==> config.mk <==
export PLATFORM = sky130hd
export DESIGN_NAME = stlb_divsqrt
export DESIGN_NICKNAME = d
export VERILOG_FILES = /design/src/design/stlb_pkg.sv /design/src/design/stlb_divsqrt.sv
export SDC_FILE = /design/constraint.sdc
export NUM_CORES = 1
export LEC_CHECK = 0
export BUFFER_PORTS_ARGS = -buffer_cell sky130_fd_sc_hd__buf_2
export CAP_MARGIN = 20
export CORE_MARGIN = 2
export CORE_UTILIZATION = 45
export CTS_CLUSTER_DIAMETER = 30
export DETAILED_ROUTE_END_ITERATION = 8
export PLACE_DENSITY_LB_ADDON = 0.2
export SYNTH_ARGS = -nofsm -noshare
export SYNTH_HDL_FRONTEND = slang
export SYNTH_SLANG_ARGS = --single-unit
==> constraint.sdc <==
create_clock -name clk -period 11.8 [get_ports clk]
set_input_delay 0.59 -clock clk [delete_from_list [all_inputs] [get_ports clk]]
set_output_delay 0.59 -clock clk [all_outputs]
set_load 0.01 [all_outputs]
==> src/design/stlb_pkg.sv <==
// Shared types, constants, microcode and fixed-point helpers of the torque-limit barrier unit.
`timescale 1ns / 1ps
package stlb_pkg;

  localparam int JOINTS  = 32;
  localparam int JOINT_W = 5;
  localparam int NORM_W  = 47;
  localparam int PC_W    = 6;

  localparam logic signed [31:0] ONE_Q = 32'sh0001_0000;
  localparam logic signed [31:0] EPS_Q = 32'sd7;
  localparam logic signed [31:0] Q_MAX = 32'sh7fff_ffff;
  localparam logic signed [31:0] Q_MIN = 32'sh8000_0000;
  localparam logic [NORM_W-1:0]  NORM_MAX = '1;

  localparam logic [30:0] BARRIER_RST = 31'd66;
  localparam logic [30:0] STEP_RST    = 31'd655;

  typedef enum logic [2:0] {
    OP_LIMIT    = 3'd0,
    OP_SEED     = 3'd1,
    OP_LINEAR   = 3'd2,
    OP_UPDATE   = 3'd3,
    OP_CONDENSE = 3'd4,
    OP_AUGMENT  = 3'd5,
    OP_NORM     = 3'd6,
    OP_NONE     = 3'd7
  } op_t;

  typedef enum logic {
    CFG_BARRIER = 1'b0,
    CFG_STEP    = 1'b1
  } cfg_reg_t;

  typedef struct packed {
    logic [2:0]         op;
    logic [JOINT_W-1:0] joint;
    logic signed [31:0] value;
    logic               last;
  } item_t;

  typedef struct packed {
    logic [JOINT_W-1:0] joint_out;
    logic signed [31:0] diag_add;
    logic signed [31:0] grad_add;
    logic [NORM_W-1:0]  norm_sum;
    logic               saturated;
  } result_t;

  // micro-op functions of the shared unit
  typedef enum logic [3:0] {
    F_MOV  = 4'd0,
    F_ADD  = 4'd1,
    F_SUB  = 4'd2,
    F_MUL  = 4'd3,
    F_NEG  = 4'd4,
    F_NSUB = 4'd5,
    F_DIV  = 4'd6,
    F_LIFT = 4'd7,
    F_SQRT = 4'd8,
    F_SQI  = 4'd9,
    F_SQA  = 4'd10,
    F_SQA2 = 4'd11,
    F_NRM  = 4'd12
  } uop_fn_t;

  // working register selects
  typedef enum logic [4:0] {
    W_S    = 5'd0,
    W_D    = 5'd1,
    W_M    = 5'd2,
    W_RES  = 5'd3,
    W_FB   = 5'd4,
    W_DS   = 5'd5,
    W_DD   = 5'd6,
    W_T0   = 5'd7,
    W_T1   = 5'd8,
    W_T2   = 5'd9,
    W_R    = 5'd10,
    W_DIAG = 5'd11,
    W_GRAD = 5'd12,
    W_V    = 5'd13,
    W_B    = 5'd14,
    W_DT   = 5'd15,
    W_ONE  = 5'd16,
    W_EPS  = 5'd17,
    W_ZERO = 5'd18
  } wsel_t;

  typedef struct packed {
    uop_fn_t fn;
    wsel_t   a;
    wsel_t   b;
    wsel_t   dst;
    logic    fin;
  } uop_t;

  typedef struct packed {
    logic        start;
    logic        sqrt;
    logic [63:0] num;
    logic [31:0] den;
    logic [5:0]  iters;
  } iter_req_t;

  typedef struct packed {
    logic        done;
    logic [47:0] quo;
    logic [35:0] rem;
  } iter_rsp_t;

  typedef struct packed {
    logic               sat;
    logic signed [31:0] val;
  } qres_t;

  function automatic qres_t clamp32(input logic signed [65:0] v);
    qres_t r;
    if (v > 66'(Q_MAX)) begin
      r.sat = 1'b1;
      r.val = Q_MAX;
    end else if (v < 66'(Q_MIN)) begin
      r.sat = 1'b1;
      r.val = Q_MIN;
    end else begin
      r.sat = 1'b0;
      r.val = v[31:0];
    end
    return r;
  endfunction

  function automatic uop_t mk(input uop_fn_t fn, input wsel_t a, input wsel_t b,
                              input wsel_t dst, input logic fin);
    uop_t u;
    u.fn  = fn;
    u.a   = a;
    u.b   = b;
    u.dst = dst;
    u.fin = fin;
    return u;
  endfunction

  function automatic logic [PC_W-1:0] start_pc(input op_t op);
    logic [PC_W-1:0] p;
    unique case (op)
      OP_LIMIT:    p = 6'd0;
      OP_SEED:     p = 6'd7;
      OP_LINEAR:   p = 6'd12;
      OP_UPDATE:   p = 6'd24;
      OP_CONDENSE: p = 6'd33;
      OP_AUGMENT:  p = 6'd43;
      OP_NORM:     p = 6'd44;
      default:     p = 6'd0;
    endcase
    return p;
  endfunction

  function automatic uop_t ucode(input logic [PC_W-1:0] pc);
    uop_t u;
    unique case (pc)
      // load limit
      6'd0:  u = mk(F_NEG,  W_V,    W_ZERO, W_M,    1'b0);
      6'd1:  u = mk(F_SUB,  W_M,    W_EPS,  W_S,    1'b0);
      6'd2:  u = mk(F_MOV,  W_EPS,  W_ZERO, W_D,    1'b0);
      6'd3:  u = mk(F_MOV,  W_ZERO, W_ZERO, W_RES,  1'b0);
      6'd4:  u = mk(F_MOV,  W_ZERO, W_ZERO, W_FB,   1'b0);
      6'd5:  u = mk(F_MOV,  W_ZERO, W_ZERO, W_DS,   1'b0);
      6'd6:  u = mk(F_MOV,  W_ZERO, W_ZERO, W_DD,   1'b1);
      // seed
      6'd7:  u = mk(F_SUB,  W_V,    W_M,    W_T0,   1'b0);
      6'd8:  u = mk(F_MUL,  W_DT,   W_T0,   W_S,    1'b0);
      6'd9:  u = mk(F_LIFT, W_S,    W_B,    W_S,    1'b0);
      6'd10: u = mk(F_MUL,  W_B,    W_B,    W_T0,   1'b0);
      6'd11: u = mk(F_DIV,  W_T0,   W_S,    W_D,    1'b1);
      // linearize
      6'd12: u = mk(F_SQI,  W_S,    W_ZERO, W_ZERO, 1'b0);
      6'd13: u = mk(F_SQA,  W_D,    W_ZERO, W_ZERO, 1'b0);
      6'd14: u = mk(F_SQA2, W_B,    W_ZERO, W_ZERO, 1'b0);
      6'd15: u = mk(F_SQRT, W_ZERO, W_ZERO, W_R,    1'b0);
      6'd16: u = mk(F_SUB,  W_M,    W_V,    W_T0,   1'b0);
      6'd17: u = mk(F_MUL,  W_DT,   W_T0,   W_RES,  1'b0);
      6'd18: u = mk(F_SUB,  W_R,    W_S,    W_T0,   1'b0);
      6'd19: u = mk(F_SUB,  W_T0,   W_D,    W_FB,   1'b0);
      6'd20: u = mk(F_DIV,  W_S,    W_R,    W_T0,   1'b0);
      6'd21: u = mk(F_SUB,  W_ONE,  W_T0,   W_DS,   1'b0);
      6'd22: u = mk(F_DIV,  W_D,    W_R,    W_T0,   1'b0);
      6'd23: u = mk(F_SUB,  W_ONE,  W_T0,   W_DD,   1'b1);
      // Newton update
      6'd24: u = mk(F_MUL,  W_DT,   W_V,    W_T0,   1'b0);
      6'd25: u = mk(F_SUB,  W_S,    W_T0,   W_T0,   1'b0);
      6'd26: u = mk(F_ADD,  W_RES,  W_T0,   W_RES,  1'b0);
      6'd27: u = mk(F_MUL,  W_DS,   W_RES,  W_T0,   1'b0);
      6'd28: u = mk(F_ADD,  W_T0,   W_FB,   W_T0,   1'b0);
      6'd29: u = mk(F_DIV,  W_T0,   W_DD,   W_T1,   1'b0);
      6'd30: u = mk(F_SUB,  W_S,    W_RES,  W_S,    1'b0);
      6'd31: u = mk(F_ADD,  W_D,    W_T1,   W_D,    1'b0);
      6'd32: u = mk(F_MOV,  W_T1,   W_ZERO, W_DD,   1'b1);
      // condense
      6'd33: u = mk(F_MUL,  W_DT,   W_DT,   W_T0,   1'b0);
      6'd34: u = mk(F_MUL,  W_T0,   W_DS,   W_T0,   1'b0);
      6'd35: u = mk(F_DIV,  W_T0,   W_DD,   W_DIAG, 1'b0);
      6'd36: u = mk(F_ADD,  W_RES,  W_S,    W_T0,   1'b0);
      6'd37: u = mk(F_MUL,  W_DS,   W_T0,   W_T0,   1'b0);
      6'd38: u = mk(F_MUL,  W_DT,   W_T0,   W_T0,   1'b0);
      6'd39: u = mk(F_DIV,  W_T0,   W_DD,   W_T1,   1'b0);
      6'd40: u = mk(F_MUL,  W_DT,   W_FB,   W_T0,   1'b0);
      6'd41: u = mk(F_DIV,  W_T0,   W_DD,   W_T2,   1'b0);
      6'd42: u = mk(F_NSUB, W_T1,   W_T2,   W_GRAD, 1'b1);
      // augment
      6'd43: u = mk(F_NEG,  W_D,    W_ZERO, W_GRAD, 1'b1);
      // norm term
      6'd44: u = mk(F_SUB,  W_M,    W_V,    W_T0,   1'b0);
      6'd45: u = mk(F_MUL,  W_DT,   W_T0,   W_T0,   1'b0);
      6'd46: u = mk(F_ADD,  W_T0,   W_S,    W_RES,  1'b0);
      6'd47: u = mk(F_MUL,  W_S,    W_D,    W_FB,   1'b0);
      6'd48: u = mk(F_NRM,  W_RES,  W_ZERO, W_ZERO, 1'b0);
      6'd49: u = mk(F_NRM,  W_FB,   W_ZERO, W_ZERO, 1'b1);
      default: u = mk(F_MOV, W_ZERO, W_ZERO, W_T2, 1'b1);
    endcase
    return u;
  endfunction

endpackage

==> src/design/stlb_divsqrt.sv <==
// Shared bit-serial restoring divider and digit-by-digit square root unit.
`timescale 1ns / 1ps
module stlb_divsqrt (
  input  logic                clk,
  input  logic                rst,
  input  stlb_pkg::iter_req_t req,
  output stlb_pkg::iter_rsp_t rsp
);

  logic        busy;
  logic        sq_mode;
  logic [5:0]  cnt;
  logic [63:0] num;
  logic [31:0] den;
  logic [35:0] rem;
  logic [47:0] quo;

  logic [35:0] sh_d;
  logic [35:0] sh_s;
  logic [35:0] trial;
  logic        ge_d;
  logic        ge_s;

  always_comb begin
    sh_d  = {rem[34:0], num[63]};
    ge_d  = sh_d >= {4'b0, den};
    sh_s  = {rem[33:0], num[63:62]};
    trial = {2'b0, quo[31:0], 2'b01};
    ge_s  = sh_s >= trial;
  end

  always_ff @(posedge clk) begin
    if (rst) begin
      busy <= 1'b0;
    end else if (req.start) begin
      busy    <= 1'b1;
      cnt     <= req.iters;
      num     <= req.num;
      den     <= req.den;
      sq_mode <= req.sqrt;
      rem     <= '0;
      quo     <= '0;
    end else if (busy) begin
      if (cnt != '0) begin
        cnt <= cnt - 6'd1;
        if (sq_mode) begin
          rem <= ge_s ? (sh_s - trial) : sh_s;
          quo <= {quo[46:0], ge_s};
          num <= {num[61:0], 2'b00};
        end else begin
          rem <= ge_d ? (sh_d - {4'b0, den}) : sh_d;
          quo <= {quo[46:0], ge_d};
          num <= {num[62:0], 1'b0};
        end
      end else begin
        busy <= 1'b0;
      end
    end
  end

  assign rsp.done = busy && (cnt == '0);
  assign rsp.quo  = quo;
  assign rsp.rem  = rem;

endmodule

==> results of run 1 <==
[report_power, final]
group	internal, uW	leakage (uW)	switching, uW	total (uW)
clock network	290	0.000296	310	600
registers	801	0.00181	40.2	842
logic	231	0.00393	336	567
total	1320	0.00604	687	2010
[logic make-up after synthesis]
family,after synthesis,synth area share
AOI/OAI and AO/OA,370,0.1899
DFF,188,0.4587
xor gates and xnor gates,62,0.04420
adders and majority gates,69,0.07088
buffers and inverters,147,0.04675
muxes,73,0.05948
and+or+nand+nor,356,0.1301
[per-stage QoR]
stage                     hold slack, ns  utilization  power (uW)  std cells
final                             0.3159       0.5259        2009       1777
after global placement            0.5343       0.5021        1411       1740
after global routing              0.3003       0.5257        2115       1774
after detailed placement          0.5475       0.5021        1417       1740
after CTS                         0.3004       0.5248        2019       1772
after floorplan                   0.4659            -        1269       1265
[sequential cells by signal, indices dropped and copies added (netlist names)]
signal,count
num,64
quo,48
rem,36
den,32
cnt,6
busy,1
sq_mode,1
[per-layer routing]
layer	wire, um	share of wire	global-route usage
met1	14610	0.47	0.2984
met2	13990	0.45	0.3464
met3	2040	0.065	0.05620
met4	456	0.015	0.04905
met5	57	0.0018	0
[final cells by class]
type                    count  share of cell area
inverters                  84             0.02231
flip-flops and latches    188              0.3987
diodes                      4           0.0007082
clock buffers              17             0.03010
well taps                 341             0.03019
multi-input cells         930              0.4313
repair buffers            198             0.07374
clock inverters            15             0.01301
[how the worst max path moves through the flow]
stage	start	end	slack, ns	depth (start not counted)
4_1_cts	rem[0]$_SDFFCE_PP0P_	rem[8]$_SDFFCE_PP0P_	7.87	12
3_3_place_gp	rem[0]$_SDFFCE_PP0P_	rem[8]$_SDFFCE_PP0P_	7.97	12
5_1_grt	rem[0]$_SDFFCE_PP0P_	rem[23]$_SDFFCE_PP0P_	7.59	12
3_5_place_dp	rem[0]$_SDFFCE_PP0P_	rem[8]$_SDFFCE_PP0P_	7.90	12
2_1_floorplan	req[103]	cnt[0]$_DFFE_PP_	3.52	4
6_report	rem[0]$_SDFFCE_PP0P_	rem[8]$_SDFFCE_PP0P_	7.89	12
[layout by cell type (no fill, tap or decap), types with 3 or more instances in the layout]
cell type and n:
buf_2 189, buf_4 6, a21o_1 30, mux2i_1 73
o21ai_0 117, nand2b_1 7, nor2_1 102, or3_1 6
and3_1 7, nand2_1 145, a211oi_1 58, diode_2 4
o21ai_1 7, nand4_1 10, and2_1 6, inv_1 84
xnor2_1 39, a221oi_1 4, xor2_1 23, nor4_1 7
nand3_1 13, a31oi_1 11, nor2b_1 23, a21oi_1 80
o211ai_1 7, clkbuf_16 17, o31a_1 3, inv_8 5
nor3_1 17, ha_1 68, edfxtp_1 187, o21bai_1 14
a311oi_1 3, clkinv_8 5, o21a_1 9
==> results.py, run 1 <==
metrics = {
    "yosys": {
        "ys_seq_elements": 188,
        "synth_top_cell_area_share": 0.4571,
        "synth_nets": 1440,
        "ys_types": 66,
        "ys.flop_type": "edfxtp_1",
        "synth_top_cell_by_area": "edfxtp_1",
        "syn_area_mm2": 0.01229,
        "avgSynthCellArea_um2": 9.712,
        "async_flop_share": 0,
        "synth_common_cells": "edfxtp_1, nand2_1, o21ai_0",
        "yosys_warnings": 0,
        "synth-seq-area-share": 0.4587,
        "synth.most_common_cell": "edfxtp_1",
        "yosys-top-cells-area": "edfxtp_1, ha_1, mux2i_1, o21ai_0, nand2_1",
        "synth_edf_count": 187,
        "synth_cells": 1265,
    },
    "cts": {
        "post_cts_buffers": 0,
        "hold_buffers": 0,
        "cts_resized": 0,
        "h-tree-depth": 4,
        "cts_tree": "built",
        "cts_buffers": 17,
        "path_clk_slew_ns": 0.08,
        "insertion_delay_ns": 0.45,
        "cts_buffer_depth": 2,
        "cts-root-buf": "clkbuf_16",
        "cts_sinks": 188,
    },
    "job": {
        "cap_violations": 0,
    },
    "hold_path": {
        "hold_path_depth": 1,
        "hp-start": "req[37]",
        "min_to": "den[31]$_DFFE_PP_",
        "hp-class": "input pin to flip-flop",
    },
    "setup_path": {
        "start_kind": "flip-flop",
        "crit_path_end_kind": "flip-flop",
        "path_class": "flip-flop to flip-flop",
        "crit_chain": "ha_1 -> nand2b_1 -> a211oi_1 -> o21ai_1 -> a211oi_1 -> a211oi_1 -> nand2b_1 -> nand3_2 -> buf_4 -> nand2_1 -> o21ai_0 -> a221oi_1",
        "crit_path_top_delay_cell": "a211oi_1",
        "crit_fanout": 47,
        "r2r-start": "rem[0]$_SDFFCE_PP0P_",
        "cp_top_family": "compound AO/OA/AOI/OAI gates",
        "arrival_ns": 4.17,
        "cp_num_buf_inv": 1,
        "rr_worst_depth": 12,
        "r2r_end": "rem[8]$_SDFFCE_PP0P_",
        "path_common_cell": "a211oi_1",
        "crit_required_ns": 12.06,
        "r2r_slack_ns": 7.89,
        "slowest_delay_ns": 0.62,
    },
    "routing": {
        "drt_iter0_drc": 720,
        "drcViolationCount": 0,
        "wl_per_cell_um": 17.53,
        "viasPerCell": 5.585,
        "detail_route.first_pass.iterations": 5,
        "wirelength_um": 31160,
        "ant_nets": 0,
        "num_vias": 9925,
    },
    "placed_design": {
        "io_buffer_count": 190,
        "place_ws_ns": 7.898,
        "place.gp.congestion": 0.8913,
        "dpl.hpwl_um": 22200,
        "place_area_mm2": 0.01350,
    },
    "finish": {
        "nets": 1594,
        "fin_area_mm2": 0.01413,
        "regArea_mm2": 0.005635,
        "final_layout_size_suffix_gt1_frac": 0.1683,
        "syn_to_final_growth_pct": 15.05,
        "n_fill_cell": 2553,
        "multiInputGateArea_mm2": 0.006096,
    },
    "sta": {
        "period_share": 0.3315,
        "setup_slack_ns": 7.889,
        "worst_slew_pin_slew_ns": 1.073,
        "fmax_mhz": 255.7,
        "maxSlewHeadroom": 0.2849,
        "hold_viol": 0,
        "fin_setup_tns_ns": 0,
        "finClkSkew_ns": 0.01560,
        "finalSetupViolCount": 0,
        "min_period_ns": 3.911,
        "finalMaxSlewViolations": 0,
        "rsz0062_at_grt": "false",
    },
    "floorplanning": {
        "fp.dieH_um": 169.2,
        "fp-row-count": 60,
        "die-area_mm2": 0.02864,
        "start_util": 0.4571,
        "io_pins": 191,
        "core_mm2": 0.02688,
        "die_w_um": 169.2,
    },
    "grt": {
        "antenna_found_initial": 9,
        "grt_max_degree": 134,
        "grt_pass1_wl_um": 49810,
        "grt-ovfl-total": 0,
        "grt_pass1_vias": 9663,
        "grt_use_total": 0.2173,
    },
    "run_status": {
        "status": "complete, no violations",
    },
    "power_and_ir_drop": {
        "powerDensity_mw_per_mm2": 142.1,
        "leakage_uw": 0.006040,
        "vdd_ir_drop_max_uv": 88.59,
    },
}
Power figures use the tool's default switching activity.
==> run 2, diff against run 1 <==
- clock period: 11.8 -> 3.95 ns (I/O delays scaled with it)
==> results.py, run 2 (synthesis results as in run 1) <==
metrics = {
    "run_status": {
        "status": "complete, no violations",
    },
    "setup_path": {
        "r2r_end": "rem[9]$_SDFFCE_PP0P_",
        "cp_num_buf_inv": 1,
        "r2r-start": "rem[5]$_SDFFCE_PP0P_",
        "start_kind": "flip-flop",
        "rr_worst_depth": 12,
        "arrival_ns": 3.82,
        "cp_top_family": "compound AO/OA/AOI/OAI gates",
        "crit_path_top_delay_cell": "edfxtp_1",
        "r2r_slack_ns": 0.38,
        "path_common_cell": "a211oi_1",
        "slowest_delay_ns": 0.45,
        "crit_required_ns": 4.20,
        "crit_path_end_kind": "flip-flop",
        "path_class": "flip-flop to flip-flop",
        "crit_chain": "ha_1 -> a21oi_1 -> nand2_1 -> o21ai_1 -> a211oi_1 -> a211oi_1 -> nand2b_1 -> nand3_2 -> buf_12 -> o21ai_0 -> o21ai_0 -> a211oi_1",
        "crit_fanout": 36,
    },
    "sta": {
        "setup_slack_ns": 0.3786,
        "finClkSkew_ns": 0.02190,
        "finalMaxSlewViolations": 0,
        "fmax_mhz": 280.0,
        "hold_viol": 0,
        "fin_setup_tns_ns": 0,
        "finalSetupViolCount": 0,
        "period_share": 0.9041,
        "worst_slew_pin_slew_ns": 1.067,
        "rsz0062_at_grt": "false",
        "maxSlewHeadroom": 0.2886,
        "min_period_ns": 3.571,
    },
    "routing": {
        "wl_per_cell_um": 17.42,
        "detail_route.first_pass.iterations": 5,
        "drt_iter0_drc": 777,
        "ant_nets": 0,
        "viasPerCell": 5.588,
        "wirelength_um": 31610,
        "drcViolationCount": 0,
        "num_vias": 10142,
    },
    "floorplanning": {
        "die_w_um": 169.2,
        "fp-row-count": 60,
        "core_mm2": 0.02688,
        "io_pins": 191,
        "fp.dieH_um": 169.2,
        "start_util": 0.4571,
        "die-area_mm2": 0.02864,
    },
    "finish": {
        "final_common_cell": "buf_2",
        "n_fill_cell": 2520,
        "nets": 1635,
        "regArea_mm2": 0.005635,
        "final_cell_mix": "buf_2, edfxtp_1, nand2_1",
        "multiInputGateArea_mm2": 0.006097,
        "final_layout_size_suffix_gt1_frac": 0.1697,
        "final_cells": 1815,
        "largest_reg_flops": 64,
        "top_register": "num",
        "postLayoutCoreUtil": 0.5410,
        "fin_area_mm2": 0.01454,
        "syn_to_final_growth_pct": 18.35,
        "reg_top3": "num x64, quo x48, rem x36",
    },
    "power_and_ir_drop": {
        "p_switching_uw": 2072,
        "combPwrFrac": 0.288,
        "pwr-share-seq": 0.414,
        "leakage_uw": 0.006225,
        "netSwitchingFraction": 0.3418,
        "powerDensity_mw_per_mm2": 416.9,
        "vdd_ir_drop_max_uv": 243.8,
        "power.internal_uw": 3990,
        "pwr-share-clk": 0.298,
    },
    "cts": {
        "cts_tree": "built",
        "path_clk_slew_ns": 0.09,
        "cts_buffers": 17,
        "insertion_delay_ns": 0.45,
        "cts-root-buf": "clkbuf_16",
        "cts_sinks": 188,
        "h-tree-depth": 4,
        "post_cts_buffers": 0,
        "cts_buffer_depth": 2,
    },
    "job": {
        "cap_violations": 0,
    },
    "grt": {
        "grtUsageMet1": 0.3122,
        "grtUsageMet3": 0.04174,
        "grt_pass1_vias": 9882,
        "grt_use_total": 0.2229,
        "grtUsageMet2": 0.3556,
        "grt_pass1_wl_um": 51020,
        "grt_busiest_layer": "met2",
        "antenna_found_initial": 3,
        "grt_max_degree": 119,
        "grt-ovfl-total": 0,
    },
    "placed_design": {
        "place_inst": 1748,
        "io_buffer_count": 190,
        "dpl.hpwl_um": 23250,
        "place_area_mm2": 0.01358,
        "place.gp.congestion": 0.8932,
        "place_ws_ns": 0.2490,
    },
    "hold_path": {
        "hp-class": "input pin to flip-flop",
        "hold_path_depth": 3,
        "hp-start": "req[88]",
        "min_to": "num[50]$_DFFE_PP_",
    },
}
[run 2: cell type report]
| class | count | share of cell area |
|---|---|---|
| sequential | 188 | 0.3876 |
| antenna | 1 | 0.0001721 |
| inverter | 84 | 0.02168 |
| clock inverter | 15 | 0.01308 |
| clock buffer | 17 | 0.02926 |
| multi-input combinational | 930 | 0.4193 |
| timing repair buffer | 239 | 0.09956 |
| tap | 341 | 0.02934 |
[run 2: power by group through the flow]
stage | Sequential [uW] | Combinational [uW] | Clock (uW)
floorplan | 2560 | 1220 | 0
global placement | 2550 | 1690 | 0
detailed placement | 2550 | 1700 | 0
CTS | 2510 | 1740 | 1840
global route | 2530 | 1950 | 1920
finish | 2510 | 1750 | 1810
[run 2: worst max path at each step]
| stage | startpoint | end | slack, ns | cells past startpoint |
|---|---|---|---|---|
| floorplan | req[103] | cnt[0]$_DFFE_PP_ | 0.39 | 4 |
| global placement | num[63]$_DFFE_PP_ | rem[33]$_SDFFCE_PP0P_ | 0.32 | 13 |
| detailed placement | num[63]$_DFFE_PP_ | rem[33]$_SDFFCE_PP0P_ | 0.25 | 13 |
| CTS | num[63]$_DFFE_PP_ | rem[33]$_SDFFCE_PP0P_ | 0.23 | 13 |
| global route | num[63]$_DFFE_PP_ | rem[33]$_SDFFCE_PP0P_ | 0.09 | 13 |
| finish | rem[5]$_SDFFCE_PP0P_ | rem[9]$_SDFFCE_PP0P_ | 0.38 | 12 |
[run 2: worst min-delay path: stages]
cell and delay [ns]:
buf_2 0.08, nand2_1 0.04, o21ai_0 0.06
[run 2: through the flow]
stage / total power, uW / hold WS [ns]
floorplan: 3776 / 0.2699
global placement: 4245 / 0.3737
detailed placement: 4258 / 0.3756
CTS: 6095 / 0.01011
global route: 6397 / 0.02289
finish: 6062 / 0.02686
[run 2: per-layer routing]
metal,routed length [um],up-vias
met4,486,2
met1,14980,4772
met5,13,-
li1,-,5022
met3,1912,35
met2,14220,311
[run 2: timing repair]
action / CTS / global route
endpoints found under the hold margin: 34 / 0
hold buffers: 34 / 0
setup endpoints to repair: 0 / 1
resized for setup: 0 / 1
==> run 3, diff against run 2 <==
- ABC_AREA: not set -> 1
==> results.py, run 3 <==
metrics = {
    "cts": {
        "cts_resized": 0,
        "cts_buffer_depth": 2,
        "cts_sinks": 188,
        "cts_tree": "built",
        "hold_buffers": 38,
        "cts-root-buf": "clkbuf_16",
        "insertion_delay_ns": 0.47,
        "cts_buffers": 17,
        "post_cts_buffers": 0,
        "path_clk_slew_ns": 0.09,
        "h-tree-depth": 4,
    },
    "yosys": {
        "synth.most_common_cell": "nand2_1",
        "yosys-top-cells-area": "edfxtp_1, nand2_1, inv_1, a21oi_1, nor2_1",
        "synth_top_cell_area_share": 0.3821,
        "synth_top_cell_by_area": "edfxtp_1",
        "synth_edf_count": 187,
        "synth_common_cells": "nand2_1, inv_1, nor2_1",
        "syn_area_mm2": 0.01470,
        "async_flop_share": 0,
        "yosys_warnings": 0,
        "ys_types": 32,
        "ys_seq_elements": 188,
        "synth_cells": 2185,
        "synth-seq-area-share": 0.3835,
        "synth_nets": 2360,
        "ys.flop_type": "edfxtp_1",
        "avgSynthCellArea_um2": 6.726,
    },
    "grt": {
        "grt_max_degree": 111,
        "grt_use_total": 0.2738,
        "grt_pass1_wl_um": 72230,
        "grt_pass1_vias": 13535,
        "antenna_found_initial": 0,
        "grt-ovfl-total": 0,
    },
    "power_and_ir_drop": {
        "finalPower_uw": 6386,
        "vdd_ir_drop_max_uv": 354.5,
        "leakage_uw": 0.008741,
        "powerDensity_mw_per_mm2": 374.6,
    },
    "floorplanning": {
        "core_mm2": 0.03237,
        "fp.dieH_um": 184.7,
        "fp-row-count": 66,
        "start_util": 0.4540,
        "die_w_um": 184.7,
        "io_pins": 191,
        "die-area_mm2": 0.03412,
    },
    "routing": {
        "wirelength_um": 46400,
        "wl_per_cell_um": 16.37,
        "num_vias": 14512,
        "ant_nets": 0,
        "drt_iter0_drc": 1257,
        "detail_route.first_pass.iterations": 5,
        "drcViolationCount": 0,
        "viasPerCell": 5.121,
    },
    "finish": {
        "final_common_cell": "nand2_1",
        "top_register": "num",
        "fin_area_mm2": 0.01705,
        "largest_reg_flops": 64,
        "nets": 2554,
        "reg_top3": "num x64, quo x48, rem x36",
        "final_cell_mix": "nand2_1, inv_1, nor2_1",
        "syn_to_final_growth_pct": 16.00,
        "final_layout_size_suffix_gt1_frac": 0.1045,
        "diodes": 0,
    },
    "sta": {
        "rsz0062_at_grt": "false",
        "fin_setup_tns_ns": 0,
        "finClkSkew_ns": 0.02021,
        "min_period_ns": 3.218,
        "period_share": 0.8146,
        "worst_slew_pin_slew_ns": 1.127,
        "finalSetupViolCount": 0,
        "hold_viol": 0,
        "finalMaxSlewViolations": 0,
        "maxSlewHeadroom": 0.2488,
        "fmax_mhz": 310.8,
    },
    "run_status": {
        "status": "complete, no violations",
    },
    "placed_design": {
        "place.gp.congestion": 0.9111,
        "place_area_mm2": 0.01605,
        "dpl.hpwl_um": 35330,
        "io_buffer_count": 190,
    },
    "setup_path": {
        "start_kind": "flip-flop",
        "crit_path_end_kind": "flip-flop",
        "arrival_ns": 3.38,
        "path_class": "flip-flop to flip-flop",
        "crit_required_ns": 4.11,
        "crit_fanout": 5,
    },
    "hold_path": {
        "hp-class": "input pin to flip-flop",
    },
    "job": {
        "cap_violations": 0,
    },
}
## run 3: changes by cell type after synthesis, moves of 98 or more
cell     previous run  this run
a21oi_1            80       200
inv_1              84       380
nand2_1           145       737
nand3_1            14       149
nor2_1            104       243
o21ai_0           117        19
## run 3: per-layer routing
layer  vias to the layer above  global-route usage  wire (um)
li1                       7327                   -          -
met1                      6631              0.3591      20470
met2                       496              0.4598      21820
met3                        58             0.04900       2877
met4                         0             0.08349       1234
met5                         -                   0          0
## run 3: power by group
group | internal, uW | switching (uW)
registers | 2390 | 134
clock network | 863 | 936
logic | 700 | 1370
total | 3950 | 2440
## run 3: path summary, 6_finish.rpt
kind	start	end	slack [ns]	depth (start not counted)
min reg2reg	quo[44]$_SDFFCE_PP0P_	quo[45]$_SDFFCE_PP0P_	0.56	2
max reg2reg	rem[21]$_SDFFCE_PP0P_	rem[28]$_SDFFCE_PP0P_	0.73	13
min	req[0]	cnt[0]$_DFFE_PP_	0.02	3
max	rem[21]$_SDFFCE_PP0P_	rem[28]$_SDFFCE_PP0P_	0.73	13
## run 3: cell families (layout without fill, tap and decap cells)
| family | Yosys count | count (layout) | synth area share |
|---|---|---|---|
| xor gates and xnor gates | 25 | 25 | 0.01490 |
| buffers and inverters | 448 | 655 | 0.1180 |
| and+or+nand+nor | 1230 | 1230 | 0.3470 |
| DFF | 188 | 188 | 0.3835 |
| AOI/OAI and AO/OA | 225 | 225 | 0.07739 |
| adders and majority gates | 69 | 69 | 0.05926 |
## run 3: area by class of cell
class                      count  area [um2]
clock inverter                14       151.4
tap                          442       553.0
multi-input combinational   1549        7345
clock buffer                  18       439.2
inverter                     382        1434
timing repair buffer         241        1489
fill                        3342       15320
sequential                   188        5635
## run 3: critical path: stages, from the launching register on
cell and delay, ns:
edfxtp_1 0.59, ha_1 0.50, nand2_1 0.10, inv_1 0.08, nand2_1 0.17, nor3_1 0.62, and2_1 0.22, nand2_1 0.14
nand2_1 0.11, nand2_1 0.05, nand2_1 0.10, nand2_1 0.06, nand3_1 0.09, a21oi_1 0.08
## run 3: stage by stage
stage | std cells | hold slack (ns) | worst slack [ns] | util
2_1_floorplan | 2185 | 0.2666 | 0.1569 | -
3_3_place_gp | 2763 | 0.3735 | 0.7568 | 0.4957
3_5_place_dp | 2763 | 0.3756 | 0.7678 | 0.4957
4_1_cts | 2833 | 0.004464 | 0.7447 | 0.5257
5_1_grt | 2834 | 0.02274 | 0.5091 | 0.5266
6_report | 2834 | 0.02062 | 0.7322 | 0.5266
